[config.mk]
export PLATFORM = sky130hd
export DESIGN_NAME = lzd_decode
export DESIGN_NICKNAME = d
export VERILOG_FILES = /design/src/hdl/assert_macros.svh /design/src/hdl/lzd_pkg.sv /design/src/hdl/lzd_decode.sv
export SDC_FILE = /design/constraint.sdc
export NUM_CORES = 1
export LEC_CHECK = 0
export ABC_AREA = 1
export BUFFER_PORTS_ARGS = -buffer_cell sky130_fd_sc_hd__buf_2
export CORE_MARGIN = 1
export CORE_UTILIZATION = 39
export DETAILED_ROUTE_END_ITERATION = 16
export PLACE_DENSITY = 0.73
export SYNTH_ARGS = -nofsm -noshare
export SYNTH_HDL_FRONTEND = slang
export SYNTH_SLANG_ARGS = --single-unit
[constraint.sdc]
create_clock -name vclk -period 9.4
set_input_delay 1.41 -clock vclk [all_inputs]
set_output_delay 1.41 -clock vclk [all_outputs]
set_load 0.02 [all_outputs]
[src/hdl/assert_macros.svh]
// ----------------------------------------------------------------------------
// assertion macros
// concurrent checks clocked on clk and disabled during rst
// ----------------------------------------------------------------------------
`ifndef ASSERT_MACROS_SVH
`define ASSERT_MACROS_SVH

// property that must hold at every clock edge out of reset
`define LZD_ASSERT(label, prop, msg) \
  label: assert property (@(posedge clk) disable iff (rst) prop) else $error(msg);

// consequence that must hold in the cycle after the antecedent
`define LZD_ASSERT_NEXT(label, ante, cons, msg) \
  label: assert property (@(posedge clk) disable iff (rst) (ante) |=> (cons)) else $error(msg);

`endif

[src/hdl/lzd_pkg.sv]
// ----------------------------------------------------------------------------
// lzd_pkg
// shared types and constants of the lz token decompressor
// ----------------------------------------------------------------------------
package lzd_pkg;

  localparam int unsigned BYTE_W  = 8;
  localparam int unsigned LEN_W   = 4;
  localparam int unsigned DIST_W  = 12;
  localparam int unsigned COUNT_W = 24;

  localparam logic [COUNT_W-1:0] COUNT_MAX = {COUNT_W{1'b1}};

  typedef enum logic {
    ST_IDLE,
    ST_RUN
  } lzd_state_t;

  // decoded token, valid in the cycle the token transaction completes
  typedef struct packed {
    logic               literal;
    logic [LEN_W-1:0]   count;
    logic [BYTE_W-1:0]  lit_data;
    logic [DIST_W-1:0]  back_dist;
    logic               fin;
    logic [COUNT_W-1:0] count_next;
  } lzd_dec_t;

endpackage

[src/hdl/lzd_decode.sv]
// ----------------------------------------------------------------------------
// lzd_decode
// splits a token and works out its byte count and the end-of-output check
// ----------------------------------------------------------------------------
module lzd_decode import lzd_pkg::*; (
  input  logic [BYTE_W-1:0]  first_byte,
  input  logic [BYTE_W-1:0]  second_byte,
  input  logic [COUNT_W-1:0] bytes_written,
  input  logic [COUNT_W-1:0] output_length,
  output lzd_dec_t           dec
);

  logic [COUNT_W:0] pos_end;

  always_comb begin
    dec.literal   = (first_byte == '0);
    dec.lit_data  = second_byte;
    dec.back_dist = {first_byte[LEN_W-1:0], second_byte};
    dec.count     = dec.literal ? LEN_W'(1) : first_byte[BYTE_W-1:BYTE_W-LEN_W];

    // exact count for the end check, saturated copy for the counter
    pos_end        = {1'b0, bytes_written} + (COUNT_W+1)'(dec.count);
    dec.fin        = (pos_end >= {1'b0, output_length});
    dec.count_next = pos_end[COUNT_W] ? COUNT_MAX : pos_end[COUNT_W-1:0];
  end

endmodule

==> results.cfg <==
[sta]
min_period_ns = 6.206
fin_crit_sh_pct = 66.02
slew_viol_final = 0
fmax_mhz = 161.1
tightest_slew_ns = 0.3434
final-setup-viol-count = 0
maxSlewHeadroom_pct = 76.89
hold_violations = 0
finalSetupTns_ns = 0
rsz0062_at_grt = false

[outcome]
status = finished clean

[grt]
grt_pass1_wl_mm = 7.659
grtUsageTotal_pct = 17.59
antenna_found_initial = 0
grt_pass1_vias = 1912
overflow = 0
grt_max_degree = 24

[layout]
regArea_um2 = 0
final_layout_size_suffix_gt1_share_pct = 26.13
clock_buffers = 0
final_cell_area_mm2 = 0.002276
multi_input_area_mm2 = 0.001445
final.fill_count = 549
area_delta_synth_final_pct = 17.73
n_antenna_cell = 0
fin_nets = 516
design.seq.count = 0

[detailed_routing]
via_per_inst = 4.443
postRouteAntennaNets = 0
drt_wl_total_mm = 4.760
dr.pass1.iters = 5
wl_per_cell_um = 9.754
drc = 0
vias = 2168
drt_iter0_drc = 74

[floorplan]
io_pins = 114
die_area_mm2 = 0.005242
fp.coreArea_mm2 = 0.004755
die_w_um = 72.41
start_util_pct = 40.66
rows = 25
chipHeight_um = 72.41

[placed_design]
dpl_cell_area_mm2 = 0.002276
gp_congestion = 0.9251
port_buffers = 90
hpwl_mm = 4.301

[hold_path]
hp-start = second_byte[1]
holdPathStages = 0
hold_path_class = in2out
hold_end = dec[26]

[logic_synthesis]
synth_area_leaders = nand2_1 21%, ha_1 18%, inv_1 14%, buf_4 8.2%, nor2_1 6.8%
yosys_warnings = 0
synth_seq_area_share_pct = 0
avgSynthCellArea_um2 = 5.415
syn_area_mm2 = 0.001933
synth_top_area_cell = nand2_1
synth.distinct_cells = 31
synthCells = 357
synth_top_area_share_pct = 20.58
synth.net_count = 450

[clock_network]
ctsHoldBuffers = 0
post_cts_buffers = 0
cts.repair.resized = 0

[power_and_ir_drop]
power_leakage_nw = 1.502
vdd_drop_max_mv = 0.01819
power.density_mw_per_mm2 = 47.19

[setup_path]
cp_max_fo = 5
crit_required_ns = 7.99
cp.arrival_ns = 4.80
crit_type = in2out
critPathLaunchType = input port
cp-end-kind = output port

[job]
maxCapViolCount = 0
metal layers:
| layer | global-route usage, % | share of wire, % | wire length [µm] | vias up |
|---|---|---|---|---|
| li1 | - | - | - | 1193 |
| met1 | 24.17 | 48 | 2289 | 910 |
| met2 | 31.46 | 46 | 2174 | 63 |
| met3 | 0.9722 | 5.7 | 272 | 2 |
| met4 | 1.089 | 0.48 | 23 | 0 |
| met5 | 0 | 0 | 0 | - |
final cells by class:
type	count	share of cell area, %
multi-input cells	252	63.50
well taps	67	3.683
inverters	79	13.03
repair buffers	90	19.79
worst max path at each step:
stage / startpoint / end / slack, ns / cells past startpoint
2_1_floorplan: first_byte[5] / dec[24] / 3.05 / 21
3_3_place_gp: first_byte[5] / dec[24] / 3.34 / 23
3_5_place_dp: first_byte[5] / dec[24] / 3.23 / 23
4_1_cts: first_byte[5] / dec[24] / 3.22 / 23
5_1_grt: first_byte[5] / dec[24] / 2.85 / 23
6_report: first_byte[5] / dec[24] / 3.19 / 23
cell families after synthesis:
group	count (synthesis)	synth area share, %
AO/OA/AOI/OAI	13	3.624
XOR/XNOR	10	4.531
adder cells (fa/ha/maj)	29	19.16
buffers and inverters	105	25.24
AND/OR/NAND/NOR	200	47.44
report_power, final:
part	internal [W]	switching, W
sequential	0	0
combinational	0.0000417	0.0000657
clock	0	0
per-stage QoR:
step	power, W	instances	worst slack (ns)	util [%]	hold slack, ns
2_1_floorplan	0.00008219	357	3.050	-	2.911
5_1_grt	0.0001221	488	2.852	47.87	2.820
3_5_place_dp	0.0001080	488	3.234	47.87	2.820
3_3_place_gp	0.0001068	488	3.337	47.87	2.820
6_report	0.0001074	488	3.194	47.87	2.820
4_1_cts	0.0001085	488	3.220	47.87	2.820
synth_stat cells (2+ instances only):
cell type,number
nand3_2,3
a21o_1,2
or2_1,3
nand2_2,5
nor2_4,2
nand3b_1,4
nand4_1,7
buf_6,2
clkinv_1,3
nand2_1,106
inv_1,73
o21ai_0,2
buf_4,21
clkbuf_1,3
a21oi_1,8
nand2_4,2
xor2_1,9
nand3_1,25
inv_2,3
or2_2,2
ha_1,28
nor2_1,35
critical path, stage by stage:
cell and delay, ns:
buf_2 0.12, or2_2 0.28, nor4_1 0.32, or2_2 0.19
ha_1 0.16, inv_1 0.05, fa_1 0.40, inv_1 0.11
nand4_1 0.12, nand2_2 0.13, nand2_1 0.07, xor2_1 0.20
inv_1 0.07, ha_1 0.30, nand2_1 0.05, nor2_1 0.14
inv_1 0.05, nor2_1 0.14, inv_1 0.06, nor2_1 0.08
nand3_1 0.08, nand3_1 0.10, buf_2 0.16
cell usage in the layout, fill, tap and decap left out:
cell      count
a21o_1        2
a21oi_1       8
and2_1        1
buf_2        90
clkinv_1      3
fa_1          1
ha_1         28
inv_1        73
inv_2         3
nand2_1     106
nand2_2       5
nand2_4       2
nand3_1      25
nand3_2       3
nand3_4       1
nand3b_1      4
nand4_1       7
nor2_1       35
nor2_2        1
nor2_4        2
nor3_1        1
nor3_2        1
nor4_1        1
o21ai_0       2
o21ai_1       1
or2_1         3
or2_2         2
xnor2_1       1
xor2_1        9
Note: power is estimated with default switching activity, not from simulation.
